### src/c_escape_string_decoder_unit_defines.svh
// assertion macros shared by the escape decoder modules
`ifndef C_ESCAPE_STRING_DECODER_UNIT_DEFINES_SVH
`define C_ESCAPE_STRING_DECODER_UNIT_DEFINES_SVH

// same-cycle implication, held off while reset is asserted
`define CED_ASSERT_NOW(lbl, clk, rst_n, ante, cons) \
    lbl: assert property (@(posedge clk) disable iff (!rst_n) (ante) |-> (cons)) \
        else $error("ced assertion failed");

// next-cycle implication, held off while reset is asserted
`define CED_ASSERT_NEXT(lbl, clk, rst_n, ante, cons) \
    lbl: assert property (@(posedge clk) disable iff (!rst_n) (ante) |=> (cons)) \
        else $error("ced assertion failed");

`endif

### src/ced_pkg.sv
// types, character codes and helpers for the escape string decoder
package ced_pkg;

    // command queue between front and back
    localparam int C_QDEPTH = 4;
    localparam int C_QPTR_W = $clog2(C_QDEPTH);
    localparam int C_QCNT_W = $clog2(C_QDEPTH + 1);

    // character codes
    localparam logic [7:0] C_NUL    = 8'h00;
    localparam logic [7:0] C_TAB    = 8'h09;
    localparam logic [7:0] C_LF     = 8'h0A;
    localparam logic [7:0] C_VT     = 8'h0B;
    localparam logic [7:0] C_CR     = 8'h0D;
    localparam logic [7:0] C_DQUOTE = 8'h22;
    localparam logic [7:0] C_SQUOTE = 8'h27;
    localparam logic [7:0] C_QMARK  = 8'h3F;
    localparam logic [7:0] C_BSLASH = 8'h5C;
    localparam logic [7:0] C_CH_0   = 8'h30;
    localparam logic [7:0] C_CH_7   = 8'h37;
    localparam logic [7:0] C_CH_9   = 8'h39;
    localparam logic [7:0] C_UC_A   = 8'h41;
    localparam logic [7:0] C_UC_F   = 8'h46;
    localparam logic [7:0] C_LC_A   = 8'h61;
    localparam logic [7:0] C_LC_F   = 8'h66;
    localparam logic [7:0] C_LC_N   = 8'h6E;
    localparam logic [7:0] C_LC_R   = 8'h72;
    localparam logic [7:0] C_LC_T   = 8'h74;
    localparam logic [7:0] C_LC_V   = 8'h76;
    localparam logic [7:0] C_LC_X   = 8'h78;

    // decoder mode, one-hot
    typedef enum logic [5:0] {
        M_SKIP = 6'b000001,
        M_TEXT = 6'b000010,
        M_ESC  = 6'b000100,
        M_OCT  = 6'b001000,
        M_HEX  = 6'b010000,
        M_DONE = 6'b100000
    } t_mode;

    // one queued transaction group: one or two output bytes
    typedef struct packed {
        logic       two;
        logic [7:0] b0;
        logic [7:0] b1;
    } t_cmd;

    // hex digit decode: {is_digit, value}
    function automatic logic [4:0] hex_digit(input logic [7:0] c);
        logic [4:0] res;
        res = 5'b0;
        if (c >= C_CH_0 && c <= C_CH_9) begin
            res = {1'b1, 4'(c - C_CH_0)};
        end else if (c >= C_UC_A && c <= C_UC_F) begin
            res = {1'b1, 4'(c - C_UC_A + 8'd10)};
        end else if (c >= C_LC_A && c <= C_LC_F) begin
            res = {1'b1, 4'(c - C_LC_A + 8'd10)};
        end
        return res;
    endfunction

endpackage

### src/ced_front.sv
// front end: mode tracking and escape classification, one byte per cycle while the queue is not full
`include "c_escape_string_decoder_unit_defines.svh"

module ced_front (
    input  logic          i_clk,
    input  logic          i_rst_n,
    input  logic          i_valid,
    input  logic [7:0]    i_ch,
    input  logic          i_full,
    output logic          o_stall,
    output logic          o_push,
    output ced_pkg::t_cmd o_cmd
);

    ced_pkg::t_mode r_mode, n_mode;
    logic [7:0]     r_accum, n_accum;

    logic           acc;
    ced_pkg::t_mode txt_mode;
    logic           txt_emit;
    logic           use_txt;
    logic           pre_valid;
    logic [7:0]     pre_byte;
    logic           pre_put;
    logic           txt_put;
    logic [4:0]     hex;
    logic           is_oct;

    assign o_stall = i_full;
    assign acc     = i_valid && !i_full;
    assign hex     = ced_pkg::hex_digit(i_ch);
    assign is_oct  = (i_ch >= ced_pkg::C_CH_0) && (i_ch <= ced_pkg::C_CH_7);

    // byte handled as plain literal text
    always_comb begin
        txt_emit = 1'b0;
        if (i_ch == ced_pkg::C_NUL) begin
            txt_mode = ced_pkg::M_SKIP;
        end else if (i_ch == ced_pkg::C_DQUOTE) begin
            txt_mode = ced_pkg::M_DONE;
        end else if (i_ch == ced_pkg::C_BSLASH) begin
            txt_mode = ced_pkg::M_ESC;
        end else begin
            txt_mode = ced_pkg::M_TEXT;
            txt_emit = 1'b1;
        end
    end

    // mode decode and run accumulation
    always_comb begin
        n_mode    = r_mode;
        n_accum   = r_accum;
        pre_valid = 1'b0;
        pre_byte  = r_accum;
        use_txt   = 1'b0;
        unique case (r_mode)
            ced_pkg::M_SKIP: begin
                if (i_ch != ced_pkg::C_NUL) n_mode = ced_pkg::M_TEXT;
            end
            ced_pkg::M_TEXT: begin
                use_txt = 1'b1;
                n_mode  = txt_mode;
            end
            ced_pkg::M_ESC: begin
                n_mode    = ced_pkg::M_TEXT;
                pre_valid = 1'b1;
                unique case (i_ch) inside
                    ced_pkg::C_BSLASH: pre_byte = ced_pkg::C_BSLASH;
                    ced_pkg::C_LC_N:   pre_byte = ced_pkg::C_LF;
                    ced_pkg::C_LC_T:   pre_byte = ced_pkg::C_TAB;
                    ced_pkg::C_LC_V:   pre_byte = ced_pkg::C_VT;
                    ced_pkg::C_LC_R:   pre_byte = ced_pkg::C_CR;
                    ced_pkg::C_SQUOTE: pre_byte = ced_pkg::C_SQUOTE;
                    ced_pkg::C_DQUOTE: pre_byte = ced_pkg::C_DQUOTE;
                    ced_pkg::C_QMARK:  pre_byte = ced_pkg::C_QMARK;
                    ced_pkg::C_LC_X: begin
                        pre_valid = 1'b0;
                        n_accum   = 8'd0;
                        n_mode    = ced_pkg::M_HEX;
                    end
                    [ced_pkg::C_CH_0:ced_pkg::C_CH_7]: begin
                        pre_valid = 1'b0;
                        n_accum   = {5'b0, i_ch[2:0]};
                        n_mode    = ced_pkg::M_OCT;
                    end
                    default: begin
                        // unknown escape: backslash, then the byte as text
                        pre_byte = ced_pkg::C_BSLASH;
                        use_txt  = 1'b1;
                        n_mode   = txt_mode;
                    end
                endcase
            end
            ced_pkg::M_OCT: begin
                if (is_oct) begin
                    n_accum = {r_accum[4:0], i_ch[2:0]};
                end else begin
                    pre_valid = 1'b1;
                    use_txt   = 1'b1;
                    n_mode    = txt_mode;
                end
            end
            ced_pkg::M_HEX: begin
                if (hex[4]) begin
                    n_accum = {r_accum[3:0], hex[3:0]};
                end else begin
                    pre_valid = 1'b1;
                    use_txt   = 1'b1;
                    n_mode    = txt_mode;
                end
            end
            default: begin
                // literal ended: wait for nul
                if (i_ch == ced_pkg::C_NUL) n_mode = ced_pkg::M_SKIP;
            end
        endcase
    end

    // pack up to two non-zero bytes
    assign pre_put    = pre_valid && (pre_byte != ced_pkg::C_NUL);
    assign txt_put    = use_txt && txt_emit;
    assign o_push     = acc && (pre_put || txt_put);
    assign o_cmd.two  = pre_put && txt_put;
    assign o_cmd.b0   = pre_put ? pre_byte : i_ch;
    assign o_cmd.b1   = i_ch;

    // state registers
    always_ff @(posedge i_clk) begin
        if (!i_rst_n) begin
            r_mode  <= ced_pkg::M_SKIP;
            r_accum <= 8'd0;
        end else if (acc) begin
            r_mode  <= n_mode;
            r_accum <= n_accum;
        end
    end

    `CED_ASSERT_NEXT(a_nul_rearms, i_clk, i_rst_n, acc && (i_ch == ced_pkg::C_NUL), r_mode == ced_pkg::M_SKIP)
    `CED_ASSERT_NOW(a_push_nonzero, i_clk, i_rst_n, o_push, o_cmd.b0 != ced_pkg::C_NUL)
    `CED_ASSERT_NOW(a_two_nonzero, i_clk, i_rst_n, o_push && o_cmd.two, o_cmd.b1 != ced_pkg::C_NUL)

endmodule

### src/ced_queue.sv
// small command queue between front and back end
`include "c_escape_string_decoder_unit_defines.svh"

module ced_queue (
    input  logic          i_clk,
    input  logic          i_rst_n,
    input  logic          i_push,
    input  ced_pkg::t_cmd i_cmd,
    input  logic          i_pop,
    output ced_pkg::t_cmd o_head,
    output logic          o_nempty,
    output logic          o_full
);

    ced_pkg::t_cmd                 r_slot [ced_pkg::C_QDEPTH];
    logic [ced_pkg::C_QPTR_W-1:0]  r_wptr;
    logic [ced_pkg::C_QPTR_W-1:0]  r_rptr;
    logic [ced_pkg::C_QCNT_W-1:0]  r_count, n_count;

    assign o_head   = r_slot[r_rptr];
    assign o_nempty = (r_count != '0);
    assign o_full   = (r_count == ced_pkg::C_QCNT_W'(ced_pkg::C_QDEPTH));

    // occupancy
    always_comb begin
        n_count = r_count;
        if (i_push && !i_pop) n_count = r_count + 1'b1;
        else if (!i_push && i_pop) n_count = r_count - 1'b1;
    end

    // pointers and count
    always_ff @(posedge i_clk) begin
        if (!i_rst_n) begin
            r_wptr  <= '0;
            r_rptr  <= '0;
            r_count <= '0;
        end else begin
            if (i_push) r_wptr <= r_wptr + 1'b1;
            if (i_pop) r_rptr <= r_rptr + 1'b1;
            r_count <= n_count;
        end
    end

    // slot storage
    always_ff @(posedge i_clk) begin
        if (i_push) r_slot[r_wptr] <= i_cmd;
    end

    `CED_ASSERT_NOW(a_no_overflow, i_clk, i_rst_n, i_push, !o_full)
    `CED_ASSERT_NOW(a_no_underflow, i_clk, i_rst_n, i_pop, o_nempty)
    `CED_ASSERT_NOW(a_count_bound, i_clk, i_rst_n, 1'b1, r_count <= ced_pkg::C_QCNT_W'(ced_pkg::C_QDEPTH))

endmodule

### src/ced_back.sv
// back end: splits queued commands into single output bytes
`include "c_escape_string_decoder_unit_defines.svh"

module ced_back (
    input  logic          i_clk,
    input  logic          i_rst_n,
    input  ced_pkg::t_cmd i_head,
    input  logic          i_nempty,
    output logic          o_pop,
    output logic          o_valid,
    input  logic          i_stall,
    output logic [7:0]    o_byte,
    output logic          o_last
);

    logic       r_valid;
    logic [7:0] r_byte;
    logic       r_last;
    logic       r_phase;
    logic       load;
    logic       split;

    assign load    = !r_valid || !i_stall;
    assign split   = i_head.two && !r_phase;
    assign o_pop   = load && i_nempty && !split;
    assign o_valid = r_valid;
    assign o_byte  = r_byte;
    assign o_last  = r_last;

    // output register control
    always_ff @(posedge i_clk) begin
        if (!i_rst_n) begin
            r_valid <= 1'b0;
            r_phase <= 1'b0;
        end else if (load) begin
            r_valid <= i_nempty;
            if (i_nempty) r_phase <= split;
        end
    end

    // output payload
    always_ff @(posedge i_clk) begin
        if (load && i_nempty) begin
            r_byte <= (r_phase && i_head.two) ? i_head.b1 : i_head.b0;
            r_last <= !split;
        end
    end

    `CED_ASSERT_NOW(a_out_nonzero, i_clk, i_rst_n, r_valid, r_byte != ced_pkg::C_NUL)
    `CED_ASSERT_NOW(a_phase_first, i_clk, i_rst_n, r_phase, r_valid && !r_last)
    `CED_ASSERT_NEXT(a_phase_follow, i_clk, i_rst_n, r_phase && load, r_valid && r_last)

endmodule

### src/c_escape_string_decoder_unit.sv
// top level: decodes a quoted c string literal into output bytes
// throughput: one input byte per cycle while the queue is not full; one output byte per cycle
//   while the output is not stalled, so inputs that yield two bytes are absorbed by a 4-entry queue
// reset: synchronous active-low; the decoder re-arms to skip the opening quote
//   and the queue and output register empty
module c_escape_string_decoder_unit (
    input  logic       i_clk,
    input  logic       i_rst_n,
    input  logic       i_in_valid,
    output logic       o_in_stall,
    input  logic [7:0] i_ch,
    output logic       o_out_valid,
    input  logic       i_out_stall,
    output logic [7:0] o_out_byte,
    output logic       o_last_of_run
);

    logic          push;
    logic          pop;
    logic          nempty;
    logic          full;
    ced_pkg::t_cmd cmd;
    ced_pkg::t_cmd head;

    // classification and mode tracking
    ced_front u_front (
        .i_clk   (i_clk),
        .i_rst_n (i_rst_n),
        .i_valid (i_in_valid),
        .i_ch    (i_ch),
        .i_full  (full),
        .o_stall (o_in_stall),
        .o_push  (push),
        .o_cmd   (cmd)
    );

    // decoupling queue
    ced_queue u_queue (
        .i_clk    (i_clk),
        .i_rst_n  (i_rst_n),
        .i_push   (push),
        .i_cmd    (cmd),
        .i_pop    (pop),
        .o_head   (head),
        .o_nempty (nempty),
        .o_full   (full)
    );

    // byte emission
    ced_back u_back (
        .i_clk    (i_clk),
        .i_rst_n  (i_rst_n),
        .i_head   (head),
        .i_nempty (nempty),
        .o_pop    (pop),
        .o_valid  (o_out_valid),
        .i_stall  (i_out_stall),
        .o_byte   (o_out_byte),
        .o_last   (o_last_of_run)
    );

endmodule
### config.mk
export PLATFORM = sky130hd
export DESIGN_NAME = c_escape_string_decoder_unit
export DESIGN_NICKNAME = d
export VERILOG_FILES = /design/src/ced_pkg.sv /design/src/ced_front.sv /design/src/ced_queue.sv /design/src/ced_back.sv /design/src/c_escape_string_decoder_unit.sv
export VERILOG_INCLUDE_DIRS = /design/src /design/src/src
export SDC_FILE = /design/constraint.sdc
export NUM_CORES = 1
export LEC_CHECK = 0
export ABC_AREA = 1
export BUFFER_PORTS_ARGS = -buffer_cell sky130_fd_sc_hd__buf_2
export CAP_MARGIN = 5
export CORE_MARGIN = 2
export CORE_UTILIZATION = 25
export CTS_BUF_LIST = sky130_fd_sc_hd__clkbuf_4
export DETAILED_ROUTE_END_ITERATION = 12
export GPL_TIMING_DRIVEN = 0
export RECOVER_POWER = 25
export SYNTH_ARGS = -nofsm -noshare
export SYNTH_HDL_FRONTEND = slang
export SYNTH_SLANG_ARGS = --single-unit
### constraint.sdc
create_clock -name i_clk -period 2.7 [get_ports i_clk]
set_input_delay 0.135 -clock i_clk [delete_from_list [all_inputs] [get_ports i_clk]]
set_output_delay 0.135 -clock i_clk [all_outputs]
set_load 0.02 [all_outputs]
-- Word-level counts from Yosys, hierarchy flattened
Memory sizes are Yosys's and may differ from the RTL's. A register that Yosys moved wholly into a read port is not among the register bits.
Index checks and enable logic that the tools add are counted.
- output and inout port bits: 11
- memory bits (writable): 68
- bits in latches: 0
- ROM bits: 0
- logic and storage cells: 119
- memories kept: 1
- input bits: 12
- register bits: 32
- memories (name ; depth ; width ; rd ports ; clocked after Yosys merged registers in ; write ports ; RTL line ; text):
    u_queue.r_slot ; 4 ; 17 ; 1 ; 1 ; 1 ; ced_queue.sv:15 ; ced_pkg::t_cmd r_slot [ced_pkg::C_QDEPTH];
- $add $sub $neg: 9
- reduce and logical (&&, ||, !) cells: 37
- eq/ne operators: 21
- muxes and demuxes: 35
- bitwise operators: 0
- shift operators: 0
- div/mod/pow operators: 0
- multiply operators: 0
- magnitude comparators: 7
- operators by type and width (kind ; number):
    $pmux 8 s8 ; 1
    $eq 8x7->1 const B ; 6
    $mux 8 ; 5
    $mux 6 ; 6
    $pmux 6 s5 ; 1
    $eq 8x6->1 const B ; 3
    $pmux 8 s3 ; 1
    $pmux 6 s3 ; 1
    $ge 8x7->1 const B ; 2
    $le 8x6->1 const B ; 2
    $le 8x7->1 const B ; 2
    $pmux 8 s2 ; 1
    $reduce_bool 8->1 ; 2
    $logic_and 1x1->1 ; 15
    $mux 5 ; 3
    $sub 4x1->4 const B ; 3
    $reduce_and 5->1 ; 2
    $reduce_or 10->1 ; 1
    $mux 1 ; 9
    $mux 3 ; 3
    $add 4x4->4 const B ; 2
    $ge 8x6->1 const B ; 1
    $logic_not 8->1 ; 1
    $reduce_or 8->1 ; 1
    22 further kinds ; 35

-- Depth between registers and ports, before layout
Gate-level depths: netlist (run 1).
- depth after elaboration: 14
- depth in mapped cells: 23
- gate-level depth less buffers: 23

-- By module
Synthesis (run 1) repeated with hierarchy kept, for this count alone.
- cells, all modules: 575
- area, all modules: 5186.2 um^2
- modules (own cells, without submodules) (module ; instances ; cells an instance ; area each (um^2) ; seq. area each (um^2)):
    ced_queue ; 1 ; 223 ; 3026.7 ; 2222.1
    ced_front ; 1 ; 302 ; 1667.8 ; 280.3
    ced_back ; 1 ; 50 ; 491.7 ; 310.3

-- Worst setup path after synthesis (run 1)
Ideal clock, no wire load.
- kind: input -> register
- start: input i_ch[0]
- end: register u_queue.r_count[2] (netlist bit)
- data arrival time: 2.579 ns
- data required time: 2.578 ns
- path slack: -0.001 ns
- cell stages on the path: 21
- path through: inv_1 ha_1 nand2_1 nor2_1 nand2_2 nand3_4 nand2_1 a21boi_1 nor2_2 nand3_2 nand2_4 nand2_4 nand2_1 inv_1 ha_1 inv_1 fa_1 a21oi_1 o21ai_0 o21ai_0 a21oi_1
- word-level cells in the longest chain between the ends: 13
- elaborated cells between the ends (all ways): 47
- classes of those cells: order compare (7); eq/ne (9); mux (15); reduce/logical (16)
- ends and longest elaborated chain (item ; RTL line ; text):
    start, declared ; c_escape_string_decoder_unit.sv:11 ; input logic [7:0] i_ch,
    $ge 8x7->1 or $le 8x7->1 (tied branches) ; ced_pkg.sv:57 ; end else if (c >= C_LC_A && c <= C_LC_F) begin
    $logic_and 1x1->1 ; ced_pkg.sv:57 ;
    $mux 5 ; ced_pkg.sv:57 ;
    $mux 5 ; ced_pkg.sv:55 ; end else if (c >= C_UC_A && c <= C_UC_F) begin
    $mux 5 ; ced_pkg.sv:53 ; if (c >= C_CH_0 && c <= C_CH_9) begin
    $mux 1 ; ced_front.sv:104 ; if (hex[4]) begin
    $pmux 1 s4 or $pmux 1 s3 (tied branches) ; ced_front.sv:56 ; unique case (r_mode)
    $logic_and 1x1->1 (on tied branches) ; ced_front.sv:121, ced_front.sv:120 ;
    $logic_or 1x1->1 * ; ced_front.sv:122 ; assign o_push = acc && (pre_put || txt_put);
    $logic_and 1x1->1 * ; ced_front.sv:122 ;
    via push ; c_escape_string_decoder_unit.sv:18 ; logic push;
    $logic_not 1->1 ; ced_queue.sv:28 ; else if (!i_push && i_pop) n_count = r_count - 1'b1;
    $logic_and 1x1->1 ; ced_queue.sv:28 ;
    $reduce_bool 2->1 (no line) ; - ;
    end signal, assigned ; ced_queue.sv:40 ; r_count <= n_count;
    end, declared ; ced_queue.sv:18 ; logic [ced_pkg::C_QCNT_W-1:0] r_count, n_count;
Mark *: on every way through the listed nets, which the timed path passes. The rest lies on a longest branch.
A chain may end at the register's enable or synchronous reset.

-- Worst setup path in the final report (run 1)
- start: register u_front.r_mode[0]
- end: register u_queue.r_count[1] (netlist bit)
- elaborated cells between the ends (all ways): 17
- classes of those cells: eq/ne (4); mux (4); reduce/logical (9)
- RTL lines (item ; RTL line ; text):
    start, declared ; ced_front.sv:15 ; ced_pkg::t_mode r_mode, n_mode;
    start signal, assigned ; ced_front.sv:130 ; r_mode <= ced_pkg::M_SKIP;
    start signal, assigned ; ced_front.sv:133 ; r_mode <= n_mode;
    $eq 6x3->1 ; ced_front.sv:56 ;
    $mux 8 ; ced_front.sv:56 ;
    $reduce_bool 8->1 ; ced_front.sv:120 ; assign pre_put = pre_valid && (pre_byte != ced_pkg::C_NUL);
    $logic_and 1x1->1 ; ced_front.sv:120 ;
    $logic_or 1x1->1 * ; ced_front.sv:122 ;
    $logic_and 1x1->1 * ; ced_front.sv:122 ;
    via push ; c_escape_string_decoder_unit.sv:18 ;
    $logic_and 1x1->1 * ; ced_queue.sv:27 ; if (i_push && !i_pop) n_count = r_count + 1'b1;
    $mux 3 * ; ced_queue.sv:27 ;
    via u_queue.n_count, one bit ; ced_queue.sv:18 ;
Marked as above.

==> qor_table.md, run 1 <==
| Stage | Quantity | Value |
|:---|:---|:---|
| power | Internal power | 2.58 mW |
| clock tree | Later-pin clock latency in the skew report | 0.48 ns |
| worst setup path | Chain of cells forming the critical path | nor2_4 > nand2_4 > nor2_8 > nand3_4 > nand2_2 > nand2_2 > inv_2 > nand3_2 > nor2_2 > nand3_2 > nand2_4 > nand2_4 > nand2_4 > inv_2 > ha_4 > inv_2 > fa_2 > o21ai_1 > a21oi_1 |
| logic synthesis | Cell with the most instances after synthesis | sky130_fd_sc_hd__nor2_1 |
| place | Global placer's final weighted congestion | 0.868 |
| power | Pwr dens | 723 nW/um^2 |
| logic synthesis | Primary flip-flop cell chosen by synthesis mapping | sky130_fd_sc_hd__edfxtp_1 |
| layout | ANT cells | 0 |
| clock tree | TritonCTS clock tree | done |
| job | MaxCap Viol Count | 0 |
| worst setup path | Largest fanout on the critical path | 5 |
| worst setup path | Critical path endpoint category | flop |
| detailed routing | Initial DRC Count | 236 |
| detailed routing | Iteration count of the initial detailed-routing pass | 5 |
| detailed routing | Post-DR vias/cell | 4.45 |
| floorplanning | Height of the die | 143 microns |
| sta | Post-route worst hold slack | 0.0340 ns |
| sta | Share of the clock period used by the worst path | 94.5% |
| global route | Maximum number of pins on one net before global-route repair | 19 |
| sta | Fin worst setup slack | 0.149 ns |
| layout | Layout filler cell count | 2,020 |
| logic synthesis | Count of unique library cells instantiated by Yosys | 40 |
| worst hold path | Type of the worst min-delay path | input port to flop |
| sta | Transition time at the pin with the least slew margin | 0.791 ns |
| logic synthesis | Warnings, synthesis | 0 |
| clock tree | Clock transition at the registers of the reported paths | 0.17 ns |
| logic synthesis | Mapped Area | 4850 sq um |
| power | Logic gate share of total power | 33.2% |
| place | Port-buffer cells | 21 |
| floorplanning | Die outline width | 143 microns |
| sta | Post-layout min period | 2.55 ns |
| layout | Storage cell area | 2820 sq um |
| floorplanning | Effective utilization at floorplan | 25.7% |
| layout | Utilization after layout | 30.5% |
| global route | Antenna violations before repair | 0 |
| detailed routing | Total Routed Length | 12,000 microns |
| power | Fraction of power consumed by sequential logic | 48.7% |
| power | Overall Power | 4.16 mW |
| power | Clock share of power | 18.1% |
| logic synthesis | Leading post-synthesis cells by instance count | sky130_fd_sc_hd__nor2_1 (99), sky130_fd_sc_hd__edfxtp_1 (77), sky130_fd_sc_hd__nand2_1 (60) |
| logic synthesis | Proportion of netlist area held by the largest area contributor | 47.7% |
| sta | Max Slew Vio Count | 0 |
| power | Fraction of power spent switching nets | 38.1% |
| logic synthesis | Dominant cells by area after synthesis | sky130_fd_sc_hd__edfxtp_1 (48%), sky130_fd_sc_hd__dfxtp_1 (10%), sky130_fd_sc_hd__nor2_1 (7.7%), sky130_fd_sc_hd__o21ai_0 (6.1%), sky130_fd_sc_hd__nand2_1 (4.6%) |
| logic synthesis | Gate count after technology mapping | 511 |
| worst setup path | Critical path data required time | 3.08 ns |
| detailed routing | Wire per inst | 14.4 microns |
| power | IR drop worst, VDD | 0.216 mV |
| logic synthesis | Number of register bits inferred by synthesis | 102 |
| clock tree | Clock Sink Count | 102 |
| worst setup path | Cell type of the slowest stage on the worst timing path | sky130_fd_sc_hd__fa_2 |
| floorplanning | Core area | 18,900 sq um |
| clock tree | CTS Root Buffer Type | sky130_fd_sc_hd__clkbuf_4 |
| layout | Signed area change from the synthesized netlist to the final layout | 18.6% |
| sta | Clk_skew | 0.0227 ns |
| worst setup path | Critical Path Source Type | flop |
| logic synthesis | Sequential cell area fraction in the yosys report | 58.0% |
| clock tree | CTS Buffer Depth | 2 |
| clock tree | Cts bufs inserted | 9 |
| sta | Fin Setup TNS | 0 ns |
| place | Worst setup timing slack at the placement stage | -0.635 ns |
| sta | Worst slew margin | 47.1% |
| detailed routing | Post-route antenna net violation count | 0 |
| worst setup path | Crit Path Category | flop to flop |
| global route | Total routing resource utilization after global routing | 12.1% |
| layout | Fraction of layout cells with a size suffix above 1 | 15.5% |
| sta | Setup-violating endpoint count in the final report | 0 |
| logic synthesis | Synth Area per Inst | 9.49 sq um |
| logic synthesis | Number of nets in the synthesized netlist | 533 |
| layout | Post-layout net count | 592 |
| sta | Final count of hold timing violations | 0 |
| floorplanning | Site Rows | 50 |
| floorplanning | # IOs | 23 |
| layout | Multi-input combinational cell area | 1880 sq um |
| global route | Via count of the first global-routing pass | 3,596 |
| clock tree | Number of levels the H-tree was split into | 3 |
| worst setup path | CP most frequent cell | sky130_fd_sc_hd__nand2_4 |
| logic synthesis | Number of synthesized flops with an enable pin | 77 |
| floorplanning | Floorplan die area | 20,500 sq um |
| worst setup path | Data arrival time of the critical path | 2.93 ns |
| detailed routing | Detailed-route via count | 3,719 |
| global route | Wire length of the first global-routing pass | 18,700 microns |
| run status | Result of the run | finished, final reports clean |
| global route | Remaining global-route overflow | 0 |
| power | Leakage power | 2.16 nW |
| detailed routing | Remaining design rule violation count | 0 |
| logic synthesis | Largest area contributor in the netlist | sky130_fd_sc_hd__edfxtp_1 |
| worst setup path | Peak per-stage delay on the critical path | 0.42 ns |
| power | Switch Pwr | 1.59 mW |
| place | Placed wire-length estimate after detailed placement | 8170 microns |
| logic synthesis | Fraction of registers with async set/reset | 0% |
| sta | Max frequency | 392 MHz |
[cell families (layout without fill, tap and decap cells)]
family,after synthesis,in the layout,share of synthesized area [%]
xor+xnor,2,2,0.361
mux,1,1,0.206
fa+ha+maj,10,10,2.73
compound gates,121,121,13.5
simple gates,207,208,19.8
flops,102,102,58.0
buf+inv,68,131,5.44
[power by group through the flow]
stage	Clock (mW)	Sequential, mW	Combinational [mW]
3_5_place_dp	0	2.05	1.28
6_report	0.752	2.03	1.38
4_1_cts	0.768	2.02	1.35
2_1_floorplan	0	2.15	0.781
5_1_grt	0.836	2.05	1.55
3_3_place_gp	0	2.05	1.25
[worst max-delay path: cells and delay by family, from the launching register on]
family	cells	cell delay (ns)
buffers and inverters	3	0.16
DFF	1	0.37
adders and majority gates	2	0.57
AOI/OAI and AO/OA	2	0.19
and+or+nand+nor	12	1.18
[layout make-up]
| class | count | area share (%) |
|---|---|---|
| timing repair buffer | 47 | 5.78 |
| clock inverter | 7 | 1.04 |
| tap | 260 | 5.65 |
| buffer | 14 | 1.07 |
| clock buffer | 9 | 1.17 |
| inverter | 54 | 3.57 |
| multi-input combinational | 342 | 32.7 |
| sequential | 102 | 49.0 |
[layout by cell type, fill, tap and decap left out, types with 4 or more instances in the layout]
cell type	instances
sky130_fd_sc_hd__nand3_1	15
sky130_fd_sc_hd__dlygate4sd3_1	9
sky130_fd_sc_hd__clkbuf_4	9
sky130_fd_sc_hd__nand2_4	5
sky130_fd_sc_hd__inv_2	8
sky130_fd_sc_hd__buf_4	12
sky130_fd_sc_hd__edfxtp_1	77
sky130_fd_sc_hd__a31oi_1	11
sky130_fd_sc_hd__nand2_1	56
sky130_fd_sc_hd__o21ai_1	4
sky130_fd_sc_hd__o21ai_0	56
sky130_fd_sc_hd__inv_1	44
sky130_fd_sc_hd__dfxtp_1	21
sky130_fd_sc_hd__nor2_1	94
sky130_fd_sc_hd__ha_1	7
sky130_fd_sc_hd__nor2_2	6
sky130_fd_sc_hd__nor2_4	5
sky130_fd_sc_hd__nand3_2	5
sky130_fd_sc_hd__buf_8	4
sky130_fd_sc_hd__a21oi_1	27
sky130_fd_sc_hd__nand2_2	7
sky130_fd_sc_hd__clkbuf_1	30
sky130_fd_sc_hd__o22ai_1	13
sky130_fd_sc_hd__nand4_1	6
[what timing repair did]
| action | in CTS | in global routing |
|---|---|---|
| pin swaps | 5 | 10 |
| resized for setup | 16 | 19 |
| setup endpoints to repair | 2 | 2 |
| setup buffers | 7 | 6 |
| hold buffers | 8 | 1 |
| cloned | 0 | 1 |
| endpoints found under the hold margin | 45 | 4 |
[layer usage]
metal	vias to the layer above	track usage (%)	share of wire (%)
li1	1882	-	-
met1	1774	15.2	46
met2	51	20.5	49
met3	12	3.30	3.4
met4	0	3.46	1.6
met5	-	0	0
[final timing paths]
path	depth (start not counted)	end	slack, ns	from
setup / recovery	19	u_queue.r_count[1]	0.15	u_front.r_mode[0]
hold reg to reg	2	u_queue.r_rptr[1]	0.48	u_queue.r_rptr[1]
setup reg to reg	19	u_queue.r_count[1]	0.15	u_front.r_mode[0]
hold / removal	5	u_back.o_valid	0.03	i_out_stall
[state kept, by name (all words and copies together) (netlist names), 2 cells and up, named ones only]
signal           count
u_queue.r_slot      68
u_back.o_byte        8
u_front.r_accum      8
u_queue.r_rptr       2
u_queue.r_wptr       2
u_front.r_mode       6
u_queue.r_count      3
[stage by stage]
step	cells	cell area (sq um)
global route	835	5760
detailed placement	796	5350
CTS	827	5660
global placement	792	5280
floorplan	511	4850
finish	835	5760
No activity file was read; power rests on OpenSTA's default activity.
==> inputs of run 2 (changes only) <==
--- a/config.mk
+++ b/config.mk
@@ -7,7 +7,7 @@
 export NUM_CORES = 1
 export LEC_CHECK = 0
 export ABC_AREA = 1
-export BUFFER_PORTS_ARGS = -buffer_cell sky130_fd_sc_hd__buf_2
+export BUFFER_PORTS_ARGS = -buffer_cell sky130_fd_sc_hd__clkbuf_2
 export CAP_MARGIN = 5
 export CORE_MARGIN = 2
 export CORE_UTILIZATION = 25
==> run 2 against run 1 <==
Against the previous run: non-clock buffer count is 1 lower; sequential power barely moved; largest cell class unchanged; clock-buffer cell count up 2; sequential cell count unchanged; sequential share of layout area hardly changed; wire length shrank 1.3%; via count grew 0.81%; combinational power barely moved; critical path type unchanged; cell count decreased by 0.12%.
==> qor_table.md, run 2 (synthesis gave the netlist of run 1 again) <==
| Stage | Quantity | Value |
|:---|:---|:---|
| run status | Result of the run | finished, final reports clean |
| floorplanning | Floorplan die area | 20,500 sq um |
| job | MaxCap Viol Count | 0 |
| layout | Fraction of layout cells with a size suffix above 1 | 15.7% |
| worst setup path | Largest fanout on the critical path | 5 |
| layout | Count of placed standard cells in the final layout, fillers left out | 834 |
| floorplanning | # IOs | 23 |
| global route | Maximum number of pins on one net before global-route repair | 18 |
| worst setup path | Crit Path Category | flop to flop |
| worst setup path | Register-to-register path setup slack | 0.12 ns |
| layout | Leading cell types in the layout, fill and taps excluded | sky130_fd_sc_hd__nor2_1 (94), sky130_fd_sc_hd__edfxtp_1 (77), sky130_fd_sc_hd__nand2_1 (58) |
| sta | Max Slew Vio Count | 0 |
| floorplanning | Die outline width | 143 microns |
| place | Dpl cell area | 5370 sq um |
| global route | Via count of the first global-routing pass | 3,555 |
| clock tree | TritonCTS clock tree | done |
| place | Worst setup timing slack at the placement stage | -0.653 ns |
| worst setup path | Setup crit start | u_front.r_mode[0] |
| power | Pwr dens | 725 nW/um^2 |
| layout | Post-layout net count | 591 |
| sta | Fin Setup TNS | 0 ns |
| layout | Final design area excluding fillers | 5750 sq um |
| sta | Final count of hold timing violations | 0 |
| floorplanning | Effective utilization at floorplan | 25.7% |
| place | Placed wire-length estimate after detailed placement | 8110 microns |
| clock tree | CTS Buffer Depth | 2 |
| sta | Worst slew margin | 45.6% |
| worst setup path | Critical path endpoint category | flop |
| detailed routing | Iteration count of the initial detailed-routing pass | 4 |
| clock tree | Number of levels the H-tree was split into | 3 |
| worst setup path | Worst flop-to-flop path startpoint | u_front.r_mode[0] |
| worst setup path | Critical path data required time | 3.07 ns |
| place | Placed Instances | 796 |
| worst setup path | Data arrival time of the critical path | 2.95 ns |
| layout | Largest register by flop count | u_queue.r_slot |
| sta | Share of the clock period used by the worst path | 95.6% |
| sta | Post-layout min period | 2.58 ns |
| global route | Remaining global-route overflow | 0 |
| place | Global placer's final weighted congestion | 0.867 |
| clock tree | Cts bufs inserted | 9 |
| clock tree | Clock transition at the registers of the reported paths | 0.16 ns |
| clock tree | Later-pin clock latency in the skew report | 0.47 ns |
| sta | Setup-violating endpoint count in the final report | 0 |
| power | IR drop worst, VDD | 0.275 mV |
| sta | Transition time at the pin with the least slew margin | 0.814 ns |
| detailed routing | Initial DRC Count | 285 |
| detailed routing | Detailed-route via count | 3,749 |
| detailed routing | Post-DR vias/cell | 4.50 |
| worst setup path | Critical Path Source Type | flop |
| sta | Max frequency | 387 MHz |
| detailed routing | Remaining design rule violation count | 0 |
| layout | Signed area change from the synthesized netlist to the final layout | 18.5% |
| worst setup path | End of the worst register-to-register path | u_queue.r_count[1] |
| worst setup path | End of the critical path | u_queue.r_count[1] |
| detailed routing | Total Routed Length | 11,900 microns |
| layout | Leading cell type in the layout, fill and taps excluded | sky130_fd_sc_hd__nor2_1 |
| worst hold path | Type of the worst min-delay path | input port to flop |
| detailed routing | Post-route antenna net violation count | 0 |
| layout | ANT cells | 0 |
| clock tree | CTS Root Buffer Type | sky130_fd_sc_hd__clkbuf_4 |
| floorplanning | Site Rows | 50 |
| worst setup path | Depth of the worst register-to-register path | 17 |
| floorplanning | Height of the die | 143 microns |
| place | Port-buffer cells | 21 |
| global route | Total routing resource utilization after global routing | 12.1% |
| global route | Antenna violations before repair | 0 |
| power | Leakage power | 2.17 nW |
| sta | Clk_skew | 0.0119 ns |
| layout | Flip-flop count of the largest register after layout | 68 |
| floorplanning | Core area | 18,900 sq um |
| detailed routing | Wire per inst | 14.3 microns |
| sta | Fin worst setup slack | 0.118 ns |
| clock tree | Clock Sink Count | 102 |
| global route | Wire length of the first global-routing pass | 18,800 microns |
[run 2: cell type report]
type                    instances  area, sq um
clock inverters                 5         46.3
inverters                      54          205
clock buffers                  11         82.6
flip-flops and latches        102         2820
well taps                     260          325
multi-input cells             342         1870
repair buffers                 46          338
fillers                      2041        13100
plain buffers                  14         61.3
[run 2: where the power goes]
group / switching [mW] / leakage, nW / internal, mW / total [mW]
Sequential: 0.0876 / 0.900 / 1.94 / 2.02
Combinational: 0.953 / 1.20 / 0.444 / 1.40
Clock: 0.529 / 0.0702 / 0.222 / 0.751
Total: 1.57 / 2.17 / 2.60 / 4.17
[run 2: how the worst min path moves through the flow]
stage          cells past startpoint                   end        start
2_1_floorplan                      0  u_queue.r_slot[0][0]      i_ch[0]
3_3_place_gp                       1  u_queue.r_slot[1][7]      i_ch[7]
3_5_place_dp                       1  u_queue.r_slot[2][7]      i_ch[7]
4_1_cts                            1  u_queue.r_slot[1][5]      i_ch[5]
5_1_grt                            1  u_queue.r_slot[2][1]      i_ch[1]
6_report                           5        u_back.o_valid  i_out_stall
[run 2: timing repair]
item                       in CTS  in global routing
setup endpoints to repair       7                  2
cloned                          1                  0
setup buffers                  10                  3
hold buffers                    7                  1
resized for setup              19                 13
pin swaps                       6                  6
hold endpoints to repair       31                  4
[run 2: worst max-delay path, cell delays in order (launching register included)]
cell	delay [ns]
sky130_fd_sc_hd__dfxtp_2	0.36
sky130_fd_sc_hd__nor2_4	0.13
sky130_fd_sc_hd__nand2_4	0.08
sky130_fd_sc_hd__nor2_8	0.19
sky130_fd_sc_hd__nand3_4	0.13
sky130_fd_sc_hd__a21oi_2	0.18
sky130_fd_sc_hd__nand3_2	0.09
sky130_fd_sc_hd__nor2_2	0.12
sky130_fd_sc_hd__nand3_2	0.09
sky130_fd_sc_hd__nand2_4	0.11
sky130_fd_sc_hd__nand2_4	0.07
sky130_fd_sc_hd__nand2_4	0.06
sky130_fd_sc_hd__inv_1	0.05
sky130_fd_sc_hd__ha_2	0.18
sky130_fd_sc_hd__inv_2	0.06
sky130_fd_sc_hd__fa_2	0.43
sky130_fd_sc_hd__o21ai_2	0.12
sky130_fd_sc_hd__a21oi_1	0.04
[run 2: routing by layer]
layer / share of wire [%] / up-vias / track usage, %
li1: - / 1879 / -
met2: 48 / 79 / 20.7
met4: 1.7 / 0 / 3.72
met5: 0 / - / 0
met3: 4.8 / 16 / 2.90
met1: 45 / 1775 / 15.0
[run 2: stage by stage]
step | power, mW | hold slack [ns] | utilization [%]
3_5_place_dp | 3.35 | 0.440 | 28.4
6_report | 4.17 | 0.0324 | 30.4
3_3_place_gp | 3.31 | 0.447 | 28.0
2_1_floorplan | 2.93 | 0.234 | -
4_1_cts | 4.18 | 0.00119 | 30.2
5_1_grt | 4.44 | 0.0294 | 30.4
==> inputs of run 3 (changes only) <==
--- a/config.mk
+++ b/config.mk
@@ -9,7 +9,6 @@
 export ABC_AREA = 1
 export BUFFER_PORTS_ARGS = -buffer_cell sky130_fd_sc_hd__clkbuf_2
 export CAP_MARGIN = 5
-export CORE_MARGIN = 2
 export CORE_UTILIZATION = 25
 export CTS_BUF_LIST = sky130_fd_sc_hd__clkbuf_4
 export DETAILED_ROUTE_END_ITERATION = 12
==> run 3 against run 2 <==
Against the previous run: fmax fell by 1.3%; clock-buffer cell count fell by 2; clock power rose by 0.9%; die area fell by 2.8%; critical endpoint is now u_queue.r_count[2].
==> qor_table.md, run 3 (synthesis gave the netlist of run 1 again) <==
| Stage | Quantity | Value |
|:---|:---|:---|
| run status | Result of the run | finished, final reports clean |
| place | Placed Instances | 796 |
| sta | Clk_skew | 0.0351 ns |
| layout | Multi-input combinational cell area | 1900 sq um |
| place | Worst setup timing slack at the placement stage | -0.678 ns |
| worst setup path | Setup crit start | u_front.r_mode[0] |
| global route | Total routing resource utilization after global routing | 12.4% |
| clock tree | Clock Sink Count | 102 |
| layout | Leading cell type in the layout, fill and taps excluded | sky130_fd_sc_hd__nor2_1 |
| layout | Fraction of layout cells with a size suffix above 1 | 19.1% |
| detailed routing | Wire per inst | 14.1 microns |
| power | Fraction of power spent switching nets | 37.9% |
| worst setup path | Peak per-stage delay on the critical path | 0.37 ns |
| power | IR drop worst, VDD | 0.240 mV |
| detailed routing | Post-route antenna net violation count | 0 |
| worst setup path | End of the critical path | u_queue.r_count[2] |
| layout | ANT cells | 0 |
| global route | Wire length of the first global-routing pass | 18,800 microns |
| floorplanning | Height of the die | 141 microns |
| layout | Layout filler cell count | 1,958 |
| floorplanning | Die outline width | 141 microns |
| detailed routing | Total Routed Length | 11,700 microns |
| layout | Utilization after layout | 30.6% |
| clock tree | TritonCTS clock tree | done |
| layout | Count of placed standard cells in the final layout, fillers left out | 832 |
| worst setup path | Largest fanout on the critical path | 6 |
| clock tree | Cts bufs inserted | 9 |
| worst setup path | Crit Path Category | flop to flop |
| floorplanning | Floorplan die area | 20,000 sq um |
| clock tree | Later-pin clock latency in the skew report | 0.47 ns |
| sta | Fin worst setup slack | 0.0825 ns |
| power | Logic gate share of total power | 33.7% |
| worst setup path | Register-to-register path setup slack | 0.08 ns |
| worst setup path | Critical path endpoint category | flop |
| worst setup path | Critical path data required time | 3.07 ns |
| clock tree | CTS Root Buffer Type | sky130_fd_sc_hd__clkbuf_4 |
| global route | Antenna violations before repair | 0 |
| sta | Post-layout min period | 2.62 ns |
| worst setup path | Critical Path Source Type | flop |
| floorplanning | Site Rows | 50 |
| sta | Worst slew margin | 42.3% |
| worst setup path | Worst flop-to-flop path startpoint | u_front.r_mode[0] |
| global route | Maximum number of pins on one net before global-route repair | 20 |
| clock tree | CTS Buffer Depth | 2 |
| worst setup path | Chain of cells forming the critical path | nor2_4 > nand2_4 > nor2_8 > inv_2 > nor2_4 > a21oi_1 > nand2_1 > nor2_2 > nand3_2 > nand2_4 > nand2_4 > nand2_4 > inv_4 > ha_4 > inv_4 > fa_2 > a21oi_2 > o21ai_2 > o21ai_1 > a21oi_1 |
| power | Pwr dens | 729 nW/um^2 |
| detailed routing | Initial DRC Count | 279 |
| sta | Max Slew Vio Count | 0 |
| layout | Flip-flop count of the largest register after layout | 68 |
| layout | Signed area change from the synthesized netlist to the final layout | 18.9% |
| layout | Final design area excluding fillers | 5770 sq um |
| worst hold path | Type of the worst min-delay path | input port to flop |
| worst setup path | End of the worst register-to-register path | u_queue.r_count[2] |
| layout | Post-layout net count | 589 |
| floorplanning | Core area | 18,800 sq um |
| clock tree | Number of levels the H-tree was split into | 3 |
| sta | Transition time at the pin with the least slew margin | 0.862 ns |
| floorplanning | # IOs | 23 |
| floorplanning | Effective utilization at floorplan | 25.8% |
| place | Global placer's final weighted congestion | 0.855 |
| job | MaxCap Viol Count | 0 |
| power | Switch Pwr | 1.59 mW |
| place | Dpl cell area | 5350 sq um |
| power | Overall Power | 4.21 mW |
| worst setup path | Data arrival time of the critical path | 2.98 ns |
| global route | Via count of the first global-routing pass | 3,586 |
| power | Internal power | 2.61 mW |
| global route | Remaining global-route overflow | 0 |
| power | Clock share of power | 18.0% |
| sta | Max frequency | 382 MHz |
| place | Placed wire-length estimate after detailed placement | 8120 microns |
| layout | Largest register by flop count | u_queue.r_slot |
| worst setup path | CP most frequent cell | sky130_fd_sc_hd__nand2_4 |
| sta | Setup-violating endpoint count in the final report | 0 |
| layout | Leading cell types in the layout, fill and taps excluded | sky130_fd_sc_hd__nor2_1 (94), sky130_fd_sc_hd__edfxtp_1 (77), sky130_fd_sc_hd__nand2_1 (57) |
| detailed routing | Iteration count of the initial detailed-routing pass | 7 |
| sta | Final count of hold timing violations | 0 |
| worst setup path | Depth of the worst register-to-register path | 20 |
| sta | Setup repair after global routing missed its margin | yes |
| worst setup path | Cell type of the slowest stage on the worst timing path | sky130_fd_sc_hd__dfxtp_2 |
| detailed routing | Post-DR vias/cell | 4.46 |
| layout | Storage cell area | 2820 sq um |
| sta | Share of the clock period used by the worst path | 96.9% |
| power | Leakage power | 2.20 nW |
| clock tree | Clock transition at the registers of the reported paths | 0.17 ns |
| detailed routing | Detailed-route via count | 3,712 |
| power | Fraction of power consumed by sequential logic | 48.2% |
| detailed routing | Remaining design rule violation count | 0 |
| place | Port-buffer cells | 21 |
## run 3: repair_timing
| action | 4_1_cts | 5_1_grt |
|---|---|---|
| gates resized for setup | 22 | 16 |
| pin swaps | 6 | 11 |
| hold buffers | 5 | 0 |
| cloned | 1 | 0 |
| setup endpoints to repair | 20 | 3 |
| buffers inserted | 9 | 5 |
| hold endpoints to repair | 28 | 0 |
## run 3: worst min path at each step
| stage | startpoint | end | slack (ns) | cells after the start |
|---|---|---|---|---|
| after CTS | i_ch[1] | u_queue.r_slot[1][1] | 0.01 | 1 |
| after detailed placement | i_ch[7] | u_queue.r_slot[0][7] | 0.43 | 1 |
| after global placement | i_ch[7] | u_queue.r_slot[0][7] | 0.42 | 1 |
| after floorplan | i_ch[0] | u_queue.r_slot[0][0] | 0.23 | 0 |
| final | i_out_stall | u_back.o_valid | 0.03 | 5 |
| after global routing | i_ch[1] | u_queue.r_slot[1][1] | 0.03 | 1 |
## run 3: through the flow
stage | setup TNS, ns | hold slack, ns
global route | -0.164 | 0.0260
CTS | 0 | 0.0103
detailed placement | -12.54 | 0.430
floorplan | 0 | 0.234
finish | 0 | 0.0328
global placement | -68.28 | 0.424
## run 3: routing by layer
metal,part of all wire [%],up-vias,GRT usage (%)
met1,45,1758,14.7
met2,50,71,22.3
met3,3.8,10,2.73
met5,0,-,0
met4,1.1,0,3.43
li1,-,1873,-
## run 3: final cells by class
type                    count  share of cell area, %
repair buffers             44                   5.53
clock buffers               9                   1.17
plain buffers              14                   1.06
multi-input cells         342                   33.0
clock inverters             7                   1.15
inverters                  54                   3.60
flip-flops and latches    102                   48.9
well taps                 260                   5.64
## run 3: power groups by stage
stage	logic, mW	clock network (mW)	registers, mW
after floorplan	0.781	0	2.15
after global routing	1.58	0.835	2.05
final	1.42	0.758	2.03
after detailed placement	1.27	0	2.06
after CTS	1.35	0.780	2.03
after global placement	1.24	0	2.06
## run 3: worst max-delay path: cells and delay by family, from the launching register on
kind	cells	cell delay, ns
adder cells (fa/ha/maj)	2	0.49
buffers and inverters	3	0.20
AND/OR/NAND/NOR	10	0.99
AO/OA/AOI/OAI	5	0.46
flip-flops	1	0.37
